===== src/hdl/npi_pkg.sv =====
// ----------------------------------------------------------------------------
// npi_pkg
// Shared types and constants of the nearest palette index unit.
// ----------------------------------------------------------------------------
package npi_pkg;

	localparam int PALETTE_DEPTH = 256;
	localparam int IDX_W         = $clog2(PALETTE_DEPTH);
	localparam int SIZE_W        = 9;
	localparam int DIST_W        = 20;
	localparam int COLOR_W       = 8;
	localparam int SQ_W          = 2 * COLOR_W;

	localparam logic FUNC_WRITE = 1'b0;
	localparam logic FUNC_MAP   = 1'b1;

	localparam logic [SIZE_W-1:0] PALETTE_SIZE_RESET = SIZE_W'(PALETTE_DEPTH);

	typedef struct packed {
		logic [COLOR_W-1:0] red;
		logic [COLOR_W-1:0] green;
		logic [COLOR_W-1:0] blue;
	} npi_rgb_t;

	typedef struct packed {
		logic               func;
		logic [7:0]         entry_index;
		logic [COLOR_W-1:0] red;
		logic [COLOR_W-1:0] green;
		logic [COLOR_W-1:0] blue;
		logic               last_in_image;
	} npi_req_t;

	typedef struct packed {
		logic [7:0] best_entry;
		logic       end_of_image;
	} npi_rsp_t;

	typedef struct packed {
		logic             valid;
		logic             last;
		logic [IDX_W-1:0] idx;
	} npi_tag_t;

endpackage


===== src/hdl/npi_distance.sv =====
// ----------------------------------------------------------------------------
// npi_distance
// Two-stage weighted squared RGB distance: squares, then 5/8/2 weighted sum.
// ----------------------------------------------------------------------------
module npi_distance (
	input  logic                        clk,
	input  logic                        arst_n,
	input  npi_pkg::npi_rgb_t           pixel,
	input  npi_pkg::npi_rgb_t           entry,
	input  npi_pkg::npi_tag_t           tag_in,
	output logic [npi_pkg::DIST_W-1:0]  dist_out,
	output npi_pkg::npi_tag_t           tag_out
);

	logic [npi_pkg::COLOR_W-1:0] dr, dg, db;
	logic [npi_pkg::SQ_W-1:0]    sq_r_s2, sq_g_s2, sq_b_s2;
	logic [npi_pkg::DIST_W-1:0]  dist_s3;
	npi_pkg::npi_tag_t           tag_s2, tag_s3;

	always_comb begin
		dr = (pixel.red > entry.red) ? pixel.red - entry.red : entry.red - pixel.red;
		dg = (pixel.green > entry.green) ? pixel.green - entry.green
			: entry.green - pixel.green;
		db = (pixel.blue > entry.blue) ? pixel.blue - entry.blue : entry.blue - pixel.blue;
	end

	always_ff @(posedge clk) begin
		sq_r_s2 <= npi_pkg::SQ_W'(dr) * npi_pkg::SQ_W'(dr);
		sq_g_s2 <= npi_pkg::SQ_W'(dg) * npi_pkg::SQ_W'(dg);
		sq_b_s2 <= npi_pkg::SQ_W'(db) * npi_pkg::SQ_W'(db);
		dist_s3 <= npi_pkg::DIST_W'({sq_r_s2, 2'b00}) + npi_pkg::DIST_W'(sq_r_s2)
			+ npi_pkg::DIST_W'({sq_g_s2, 3'b000}) + npi_pkg::DIST_W'({sq_b_s2, 1'b0});
	end

	always_ff @(posedge clk or negedge arst_n) begin
		if (!arst_n) begin
			tag_s2 <= '0;
			tag_s3 <= '0;
		end else begin
			tag_s2 <= tag_in;
			tag_s3 <= tag_s2;
		end
	end

	assign dist_out = dist_s3;
	assign tag_out  = tag_s3;

endmodule


===== config.mk =====
export PLATFORM = sky130hd
export DESIGN_NAME = npi_distance
export DESIGN_NICKNAME = d
export VERILOG_FILES = /design/src/hdl/npi_pkg.sv /design/src/hdl/npi_distance.sv
export SDC_FILE = /design/constraint.sdc
export NUM_CORES = 1
export LEC_CHECK = 0
export ABC_AREA = 1
export BUFFER_PORTS_ARGS = -buffer_cell sky130_fd_sc_hd__buf_2
export CORE_ASPECT_RATIO = 0.9
export CORE_MARGIN = 3
export CORE_UTILIZATION = 45
export DETAILED_ROUTE_END_ITERATION = 6
export PLACE_DENSITY = 0.63
export SETUP_SLACK_MARGIN = 0.3
export SYNTH_ARGS = -nofsm -noshare
export SYNTH_HDL_FRONTEND = slang
export SYNTH_SLANG_ARGS = --single-unit

===== constraint.sdc =====
create_clock -name clk -period 6.9 [get_ports clk]
set_input_delay 0.69 -clock clk [delete_from_list [all_inputs] [get_ports clk]]
set_output_delay 0.69 -clock clk [all_outputs]
set_load 0.01 [all_outputs]

==> results of run 1 <==
[synth_stat cells, types with 7 or more instances]
| cell | n | area share |
|---|---|---|
| fa_1 | 107 | 0.20 |
| o21ai_0 | 20 | 0.0092 |
| nand3_1 | 59 | 0.027 |
| xor2_1 | 43 | 0.035 |
| o21ai_1 | 7 | 0.0032 |
| dfrtp_1 | 20 | 0.046 |
| nor2_2 | 8 | 0.0046 |
| inv_2 | 9 | 0.0031 |
| nor2_1 | 111 | 0.038 |
| ha_1 | 157 | 0.18 |
| o21bai_1 | 10 | 0.0069 |
| dfxtp_1 | 65 | 0.12 |
| xnor2_1 | 21 | 0.017 |
| a21oi_1 | 60 | 0.028 |
| inv_1 | 301 | 0.10 |
| nand2_1 | 311 | 0.11 |
| nand2_4 | 10 | 0.010 |
| nand2_2 | 26 | 0.015 |
| nand4_1 | 12 | 0.0069 |
[sequential cells by signal, indices dropped and copies added (netlist names)]
name / cells
dist_out: 20
sq_b_s2: 15
sq_g_s2: 15
sq_r_s2: 15
tag_out: 10
tag_s2: 10
[logic make-up after synthesis]
logic type	after synthesis	synth area share
simple gates	554	0.2223
buf+inv	325	0.1178
fa+ha+maj	264	0.3772
compound gates	121	0.06539
flops	85	0.1655
xor+xnor	64	0.05149
other cells	1	0.0003445
[metrics by stage]
step | instance area, µm² | hold slack, ns | setup WS, ns | std cells | util
6_report | 11930 | 0.2697 | 1.160 | 1811 | 0.5067
5_1_grt | 11930 | 0.2926 | 0.7047 | 1811 | 0.5067
4_1_cts | 11930 | 0.2687 | 1.160 | 1811 | 0.5067
3_5_place_dp | 11630 | 0.3132 | 0.7956 | 1795 | 0.4939
2_1_floorplan | 10890 | 0.3096 | 1.339 | 1414 | -
3_3_place_gp | 11630 | 0.3123 | 0.8913 | 1795 | 0.4939
[area by class of cell]
cell class              count  area (µm²)  share of cell area
inverters                 314        1191             0.09986
multi-input cells        1004        7802              0.6541
flip-flops and latches     85        1802              0.1511
well taps                 302       377.9             0.03168
repair buffers             90       452.9             0.03797
clock buffers               9       225.2             0.01888
clock inverters             7       76.32            0.006399
[layer usage]
layer / up-vias / routed length (µm) / global-route usage
met2: 129 / 9397 / 0.2819
met3: 10 / 681 / 0.02288
met4: 0 / 108 / 0.01893
met1: 3917 / 10790 / 0.2446
li1: 4495 / - / -
met5: - / 0 / 0
[worst min path at each step]
| stage | cells after the start | endpoint |
|---|---|---|
| after floorplan | 0 | dist_out[1] |
| after global placement | 0 | dist_out[1] |
| after detailed placement | 0 | dist_out[1] |
| after CTS | 1 | tag_s2[0] |
| after global routing | 1 | tag_out[6] |
| final | 1 | tag_s2[7] |
==> metrics.cfg, run 1 <==
[layout]
mostFrequentLayoutCell = nand2_1
final_net_count = 1828
area_growth_pct = 9.562
antenna_cells = 0
nFillCells = 2309
layout_common_cells = nand2_1, inv_1, ha_1, nor2_1, fa_1
final_layout_size_suffix_gt1_frac = 0.1193

[grt]
globalRouteTotalUtil = 0.1696
first_global_vias = 8320
antenna_found_initial = 0
grt_overflow = 0
maximum_number_of_pins_on_one_net_before_global_route_repair = 21
grt_first_pass_wirelength_um = 37490

[worst_setup_path]
reg2reg_end = dist_out[19]
timing.critical_path.arrival_ns = 5.97
setup.worst_path.end_class = flop
cpPeakStageDelay_ns = 0.52
buffering_stage_count_on_the_worst_path_with_inverters_included = 8
cpMostUsedCell = inv_1
setup.worst_path.start = pixel[16]
path_depth = 29
library_cell_contributing_the_largest_single_delay_on_the_critical_path = fa_1
worst-endpoint-required_ns = 7.13
criticalPathCategory = input port to flop
timing.rr.start = sq_r_s2[12]
destination_of_the_critical_timing_path = sq_r_s2[15]
setup_slack_of_the_most_critical_reg_to_reg_path_ns = 4.00
crit_path_max_fanout = 11
r2r_cells = 10
worstSetupStartpointType = input port
critical-path-top-delay-family = adder cells

[logic_synthesis]
postSynthAreaPerCell_um2 = 7.699
syn-cell-area_um2 = 10890
post_synth_inst_count = 1414
sequential_element_share_of_the_synthesized_area = 0.1655
ys_types = 41
synth_nets = 1738
synth_seq_cells = 85
ys_dominant_reg_cell = dfxtp_1
ys_async_sr_fraction = 0.2353
synth.yosys.warnings = 0
number_of_flops_mapped_to_enable_cells_by_yosys = 0

[cts]
htree_num_levels = 3
cts_setup_buffers = 0
clk_path_buf_depth = 2
tritoncts_sink_count = 85
clkLatencyLatePin_ns = 0.34
tritoncts.num_buffers = 9
cts_resized = 0
ctsRootBufferMaster = clkbuf_16
holdBufCountCts = 0
cts.reportedPaths.clkPinSlew_ns = 0.07
tritoncts = yes

[timing]
rsz0062_at_grt = false
setup_viol = 0
hold_viol_final = 0
maxClockFrequency_mhz = 174.2
report.final.slew_viol_count = 0
timing.clock.skew_ns = 0.008816
fin_crit_sh = 0.8318
tns_ns = 0
finalWorstPathRequiredPeriod_ns = 5.740

[floorplan]
area_of_the_die_um2 = 26100
placement_rows = 53
die-height_um = 153.6
die_w_um = 170.0
floorplan.initialDensity = 0.4625
top_level_ports = 90
fp.coreArea_um2 = 23540

[routing]
totalWireLength_um = 20980
drc = 0
avgViaCountPerCell = 4.722
drt_first_iter_violations = 330
routed-via-count = 8551
drt-wirelength-per-cell_um = 11.58
drtPass1Iterations = 4
antenna_left = 0

[place]
buffer_ports.inserted = 89
place_congestion = 0.8510
hpwl_um = 18340

[hold_path]
min_path_type = input port to async pin

[flow_run]
max_cap_violations = 0

[run_status]
result_of_the_run = finished clean

Power of run 1 is not shown: default switching activity piles up to over one toggle a cycle in this logic, so the estimate is an artifact.
==> inputs of run 2 (changes only) <==
Settings changed: ABC_AREA 1 to 0.
Clock period 6.9 ns to 5.9 ns, I/O delays scaled along.
==> run 2 against run 1 <==
Against the previous run: worst hold slack worse by 0.090 ns; register-to-register slack worse by 1.5 ns; area after synthesis is 7.5% lower; critical endpoint is now sq_b_s2[13].
==> metrics.cfg, run 2 <==
[run_status]
result_of_the_run = finished clean  ; unchanged

[place]
hpwl_um = 17050  ; was 18340 µm
buffer_ports.inserted = 89  ; unchanged
place_congestion = 0.8681  ; was 0.8510
detailed_place.area_um2 = 11880  ; was 11630 µm²

[grt]
first_global_vias = 7807  ; was 8320
antenna_found_initial = 0  ; unchanged
maximum_number_of_pins_on_one_net_before_global_route_repair = 21  ; unchanged
grt_first_pass_wirelength_um = 35670  ; was 37490 µm
globalRouteTotalUtil = 0.1765  ; was 0.1696
grt_overflow = 0  ; unchanged

[worst_setup_path]
criticalPathCategory = input port to flop  ; unchanged
ordered_list_of_cells_on_the_worst_path = buf_6 -> inv_12 -> ha_4 -> inv_2 -> fa_2 -> a21o_1 -> a221oi_4 -> a21oi_4 -> mux2i_4 -> xor2_4 -> nor2_4 -> buf_4 -> fa_1 -> fa_1 -> inv_1 -> fa_1 -> fa_1 -> inv_2 -> ha_4 -> inv_2 -> o21a_1 -> o41ai_2 -> a21oi_1 -> xnor2_1
setup_slack_of_the_most_critical_reg_to_reg_path_ns = 2.49  ; was 4.00 ns
cpMostUsedCell = fa_1  ; was inv_1
worst-endpoint-required_ns = 6.12  ; was 7.13 ns
timing.critical_path.arrival_ns = 5.80  ; was 5.97 ns
library_cell_contributing_the_largest_single_delay_on_the_critical_path = fa_1  ; unchanged
worstSetupStartpointType = input port  ; unchanged
cpPeakStageDelay_ns = 0.51  ; was 0.52 ns
crit_path_max_fanout = 8  ; was 11
setup.worst_path.end_class = flop  ; unchanged

[timing]
maxClockFrequency_mhz = 179.1
finalWorstPathRequiredPeriod_ns = 5.582
slew_headroom = 0.6595
timing.clock.skew_ns = 0.01076  ; was 0.008816 ns
worst_pin_slew_ns = 0.4966
setup_viol = 0  ; unchanged
hold_viol_final = 0  ; unchanged
rsz0062_at_grt = true  ; was false
report.final.slew_viol_count = 0  ; unchanged
fin_crit_sh = 0.9462

[layout]
mostFrequentLayoutCell = inv_1  ; was nand2_1
area.sequential_um2 = 1802  ; unchanged
nFillCells = 1866  ; was 2309
final_layout_size_suffix_gt1_frac = 0.3367  ; was 0.1193
final_net_count = 1608  ; was 1828
layout_common_cells = inv_1, buf_4, ha_1, fa_1, nor2_1  ; was nand2_1, inv_1, ha_1, nor2_1, fa_1
largest_reg_flops = 20  ; unchanged
area_growth_pct = 30.27  ; was 9.562%
final_area_um2 = 13120  ; was 11930 µm²
multi_input_area_um2 = 8264  ; was 7802 µm²
antenna_cells = 0  ; unchanged

[hold_path]
min_path_type = input port to async pin  ; unchanged

[cts]
clk_path_buf_depth = 2  ; unchanged
tritoncts_sink_count = 85  ; unchanged
holdBufCountCts = 0  ; unchanged
ctsRootBufferMaster = clkbuf_16  ; unchanged
tritoncts = yes  ; unchanged
clkLatencyLatePin_ns = 0.33  ; was 0.34 ns
htree_num_levels = 3  ; unchanged
tritoncts.num_buffers = 9  ; unchanged
cts.reportedPaths.clkPinSlew_ns = 0.07  ; about the same

[logic_synthesis]
synth_top_cells_by_area = fa_1, ha_1, dfxtp_1  ; unchanged
ys_dominant_reg_cell = dfxtp_1  ; unchanged
post-synth-top-count-cell = inv_1  ; was nand2_1
synth.yosys.warnings = 0  ; unchanged
ys_types = 67  ; was 41
postSynthAreaPerCell_um2 = 9.549  ; was 7.699 µm²
synth_nets = 1379  ; was 1738
synth_seq_cells = 85  ; unchanged
ys_async_sr_fraction = 0.2353  ; unchanged
sequential_element_share_of_the_synthesized_area = 0.1788  ; was 0.1655
number_of_flops_mapped_to_enable_cells_by_yosys = 0  ; unchanged
syn-cell-area_um2 = 10070  ; was 10890 µm²
yosys.area.top_type = fa_1  ; unchanged
area_share_of_the_largest_cell_type_after_synthesis = 0.2126  ; was 0.1968
synth.top_cells.by_count = inv_1, ha_1, fa_1  ; was nand2_1, inv_1, ha_1
post_synth_inst_count = 1055  ; was 1414

[floorplan]
placement_rows = 51  ; was 53
die_w_um = 163.7  ; was 170.0 µm
area_of_the_die_um2 = 24220  ; was 26100 µm²
fp.coreArea_um2 = 21820  ; was 23540 µm²
floorplan.initialDensity = 0.4616  ; was 0.4625
die-height_um = 148.0  ; was 153.6 µm
top_level_ports = 90  ; unchanged

[routing]
drc = 0  ; unchanged
antenna_left = 0  ; unchanged
avgViaCountPerCell = 4.872  ; was 4.722
totalWireLength_um = 20730  ; was 20980 µm
drt-wirelength-per-cell_um = 13.12  ; was 11.58 µm
drtPass1Iterations = 5  ; was 4
drt_first_iter_violations = 241  ; was 330
routed-via-count = 7698  ; was 8551

[flow_run]
max_cap_violations = 0  ; unchanged

==> run 2: cells by family (layout without fill, tap and decap cells) <==
logic type                 after synthesis  in the layout  synth area share
adders and majority gates              264            264            0.4076
and+or+nand+nor                        215            215            0.1026
buffers and inverters                  215            448           0.08458
AOI/OAI and AO/OA                      174            174            0.1186
DFF                                     85             85            0.1788
xor gates and xnor gates                80             81           0.08333
muxes                                   21             21           0.02409
other                                    1              1         0.0003722
==> run 2: stage by stage <==
stage | std cells | TNS, ns | utilization | worst slack, ns | hold slack [ns]
6_report | 1580 | 0 | 0.6014 | 0.3176 | 0.1800
5_1_grt | 1580 | 0 | 0.6014 | 0.1018 | 0.1977
4_1_cts | 1551 | 0 | 0.5724 | 0.2475 | 0.1804
3_5_place_dp | 1523 | -1.298 | 0.5445 | -0.1917 | 0.3121
3_3_place_gp | 1523 | -0.4028 | 0.5445 | -0.1035 | 0.3131
2_1_floorplan | 1055 | 0 | - | 0.1750 | 0.2944
==> run 2: final cells by class <==
type / count / area share
Clock buffer: 9 / 0.01716
Clock inverter: 7 / 0.005816
Inverter: 193 / 0.05673
Multi-Input combinational cell: 756 / 0.6297
Sequential cell: 85 / 0.1373
Tap cell: 291 / 0.02774
Timing Repair Buffer: 239 / 0.1256
==> run 2: metal layers <==
| layer | global-route usage | up-vias | part of all wire | wire length, µm |
|---|---|---|---|---|
| met1 | 0.2497 | 3695 | 0.48 | 9974 |
| met4 | 0.02326 | 0 | 0.0062 | 128 |
| li1 | - | 3873 | - | - |
| met3 | 0.02382 | 14 | 0.038 | 788 |
| met5 | 0 | - | 0 | 0 |
| met2 | 0.2971 | 116 | 0.47 | 9839 |
==> run 2: worst max-delay path: cells and delay by family <==
kind,cells,cell delay (ns)
compound gates,6,1.28
xor+xnor,2,0.46
fa+ha+maj,7,2.66
buf+inv,7,0.46
mux,1,0.25
simple gates,1,0.08
==> run 2: repair_timing <==
action	4_1_cts	5_1_grt
buffers inserted	12	28
pin swaps	48	101
endpoints found under the setup margin	10	19
cloned	0	1
gates resized for setup	51	87
==> run 2: final timing paths <==
kind / end / cells after the start / startpoint
max: sq_b_s2[13] / 24 / pixel[0]
min: tag_s2[9] / 1 / arst_n
max reg2reg: dist_out[19] / 10 / sq_r_s2[5]
min reg2reg: dist_out[1] / 0 / sq_b_s2[0]
max in group asynchronous: tag_s2[6] / 1 / arst_n
min in group clk: dist_out[1] / 0 / sq_b_s2[0]
Power of run 2 is left out for the same reason.
==> inputs of run 3 (changes only) <==
Settings changed: CELL_PAD_IN_SITES_DETAIL_PLACEMENT set to 0, CELL_PAD_IN_SITES_GLOBAL_PLACEMENT set to 1, PLACE_DENSITY 0.63 to 0.78.
==> run 3 against run 2 <==
Against the previous run: non-clock buffer count down 14; first-iteration DRC count is 21% higher; critical path depth rose by 2; design area shrank 1.6%; worst hold slack lost 0.0074 ns; highest routed layer unchanged; die area unchanged; via count fell by 2.3%; critical endpoint is now sq_g_s2[14]; maximum frequency is 0.88% higher.
==> metrics.cfg, run 3 (synthesis results as in run 2) <==
[run_status]
result_of_the_run = finished clean  ; unchanged

[layout]
area_growth_pct = 28.15  ; was 30.27%
mostFrequentLayoutCell = inv_1  ; unchanged
largest_reg_flops = 20  ; unchanged
layout_common_cells = inv_1, ha_1, buf_4, fa_1, buf_2  ; was inv_1, buf_4, ha_1, fa_1, nor2_1
final_core_utilization = 0.5916  ; was 0.6014
final_net_count = 1593  ; was 1608
final_layout_size_suffix_gt1_frac = 0.3210  ; was 0.3367
antenna_cells = 0  ; unchanged
nFillCells = 1905  ; was 1866

[worst_setup_path]
crit_path_max_fanout = 4  ; was 8
setup.worst_path.end_class = flop  ; unchanged
worstSetupStartpointType = input port  ; unchanged
setup_slack_of_the_most_critical_reg_to_reg_path_ns = 2.38  ; was 2.49 ns
reg2reg_end = dist_out[19]  ; unchanged
timing.critical_path.arrival_ns = 5.79  ; was 5.80 ns
worst-endpoint-required_ns = 6.16  ; was 6.12 ns
r2r_cells = 10  ; unchanged
criticalPathCategory = input port to flop  ; unchanged
timing.rr.start = sq_r_s2[3]  ; was sq_r_s2[5]

[cts]
cts.reportedPaths.clkPinSlew_ns = 0.07  ; about the same
tritoncts.num_buffers = 9  ; unchanged
holdBufCountCts = 0  ; unchanged
tritoncts_sink_count = 85  ; unchanged
clkLatencyLatePin_ns = 0.34  ; was 0.33 ns
ctsRootBufferMaster = clkbuf_16  ; unchanged
htree_num_levels = 3  ; unchanged
tritoncts = yes  ; unchanged
clk_path_buf_depth = 2  ; unchanged

[hold_path]
min_path_type = input port to async pin  ; unchanged

[timing]
finalWorstPathRequiredPeriod_ns = 5.534  ; was 5.582 ns
rsz0062_at_grt = true  ; unchanged
hold_viol_final = 0  ; unchanged
timing.hold.ws_ns = 0.1726  ; was 0.1800 ns
worst_pin_slew_ns = 0.5468  ; was 0.4966 ns
setup_viol = 0  ; unchanged
report.final.slew_viol_count = 0  ; unchanged
fin_crit_sh = 0.9379  ; was 0.9462
slew_headroom = 0.6250  ; was 0.6595
timing.clock.skew_ns = 0.009462  ; was 0.01076 ns
maxClockFrequency_mhz = 180.7  ; was 179.1 MHz

[grt]
grt_first_pass_wirelength_um = 35310  ; was 35670 µm
first_global_vias = 7716  ; was 7807
grt_overflow = 0  ; unchanged
antenna_found_initial = 0  ; unchanged
maximum_number_of_pins_on_one_net_before_global_route_repair = 21  ; unchanged
globalRouteTotalUtil = 0.1749  ; was 0.1765

[routing]
antenna_left = 0  ; unchanged
totalWireLength_um = 20010  ; was 20730 µm
drt_first_iter_violations = 292  ; was 241
routed-via-count = 7518  ; was 7698
drc = 0  ; unchanged
drt-wirelength-per-cell_um = 12.79  ; was 13.12 µm
drtPass1Iterations = 4  ; was 5
avgViaCountPerCell = 4.804  ; was 4.872

[place]
buffer_ports.inserted = 89  ; unchanged
place_congestion = 0.8299  ; was 0.8681
hpwl_um = 16860  ; was 17050 µm

[floorplan]
top_level_ports = 90  ; unchanged
fp.coreArea_um2 = 21820  ; unchanged
die-height_um = 148.0  ; unchanged
placement_rows = 51  ; unchanged
die_w_um = 163.7  ; unchanged
floorplan.initialDensity = 0.4616  ; unchanged
area_of_the_die_um2 = 24220  ; unchanged

[flow_run]
max_cap_violations = 0  ; unchanged

run 3: layout make-up:
class,count,area (µm²),share of cell area
repair buffers,225,1559,0.1207
clock inverters,7,81.33,0.006299
inverters,193,752.0,0.05824
clock buffers,9,225.2,0.01744
flip-flops and latches,85,1802,0.1395
multi-input cells,755,8128,0.6295
well taps,291,364.1,0.02820
run 3: per-stage QoR:
step / std cells / cell area (µm²) / setup slack (ns) / TNS [ns]
floorplan: 1055 / 10360 / 0.1750 / 0
global placement: 1521 / 11860 / -0.1047 / -0.4674
detailed placement: 1521 / 11860 / -0.2486 / -1.784
CTS: 1548 / 12430 / 0.2612 / 0
global route: 1565 / 12910 / 0.1395 / 0
finish: 1565 / 12910 / 0.3662 / 0
run 3: metal layers:
layer / vias to the layer above / part of all wire / GRT usage
li1: 3850 / - / -
met1: 3548 / 0.50 / 0.2572
met2: 99 / 0.46 / 0.2815
met3: 21 / 0.029 / 0.02494
met4: 0 / 0.010 / 0.02368
met5: - / 0 / 0
run 3: worst max-delay path, stage by stage:
cell      delay, ns
buf_8          0.10
inv_4          0.04
ha_4           0.12
inv_2          0.04
fa_2           0.39
nand3_2        0.10
a21boi_2       0.07
o21ai_4        0.20
buf_6          0.18
mux2i_4        0.29
xnor2_4        0.19
or2_4          0.19
inv_2          0.04
fa_1           0.49
fa_1           0.57
inv_2          0.05
fa_1           0.51
fa_1           0.55
inv_2          0.05
ha_4           0.28
inv_4          0.04
nor2_4         0.08
o31a_1         0.21
o21ai_2        0.09
o21ai_1        0.14
xor2_1         0.19
run 3: worst max-delay path by stage:
stage             endpoint  startpoint  cells after the start
6_report       sq_g_s2[14]    pixel[8]                     26
5_1_grt        sq_b_s2[14]    pixel[0]                     26
3_5_place_dp   sq_b_s2[13]    pixel[0]                     24
2_1_floorplan  sq_b_s2[13]    pixel[0]                     23
3_3_place_gp   sq_b_s2[12]    pixel[0]                     25
4_1_cts        sq_r_s2[12]   pixel[16]                     24
run 3: what timing repair did:
| action | in CTS | in global routing |
|---|---|---|
| pin swaps | 48 | 86 |
| buffers inserted | 11 | 17 |
| gates resized for setup | 40 | 85 |
| endpoints found under the setup margin | 12 | 19 |
Power of run 3 is left out for the same reason.
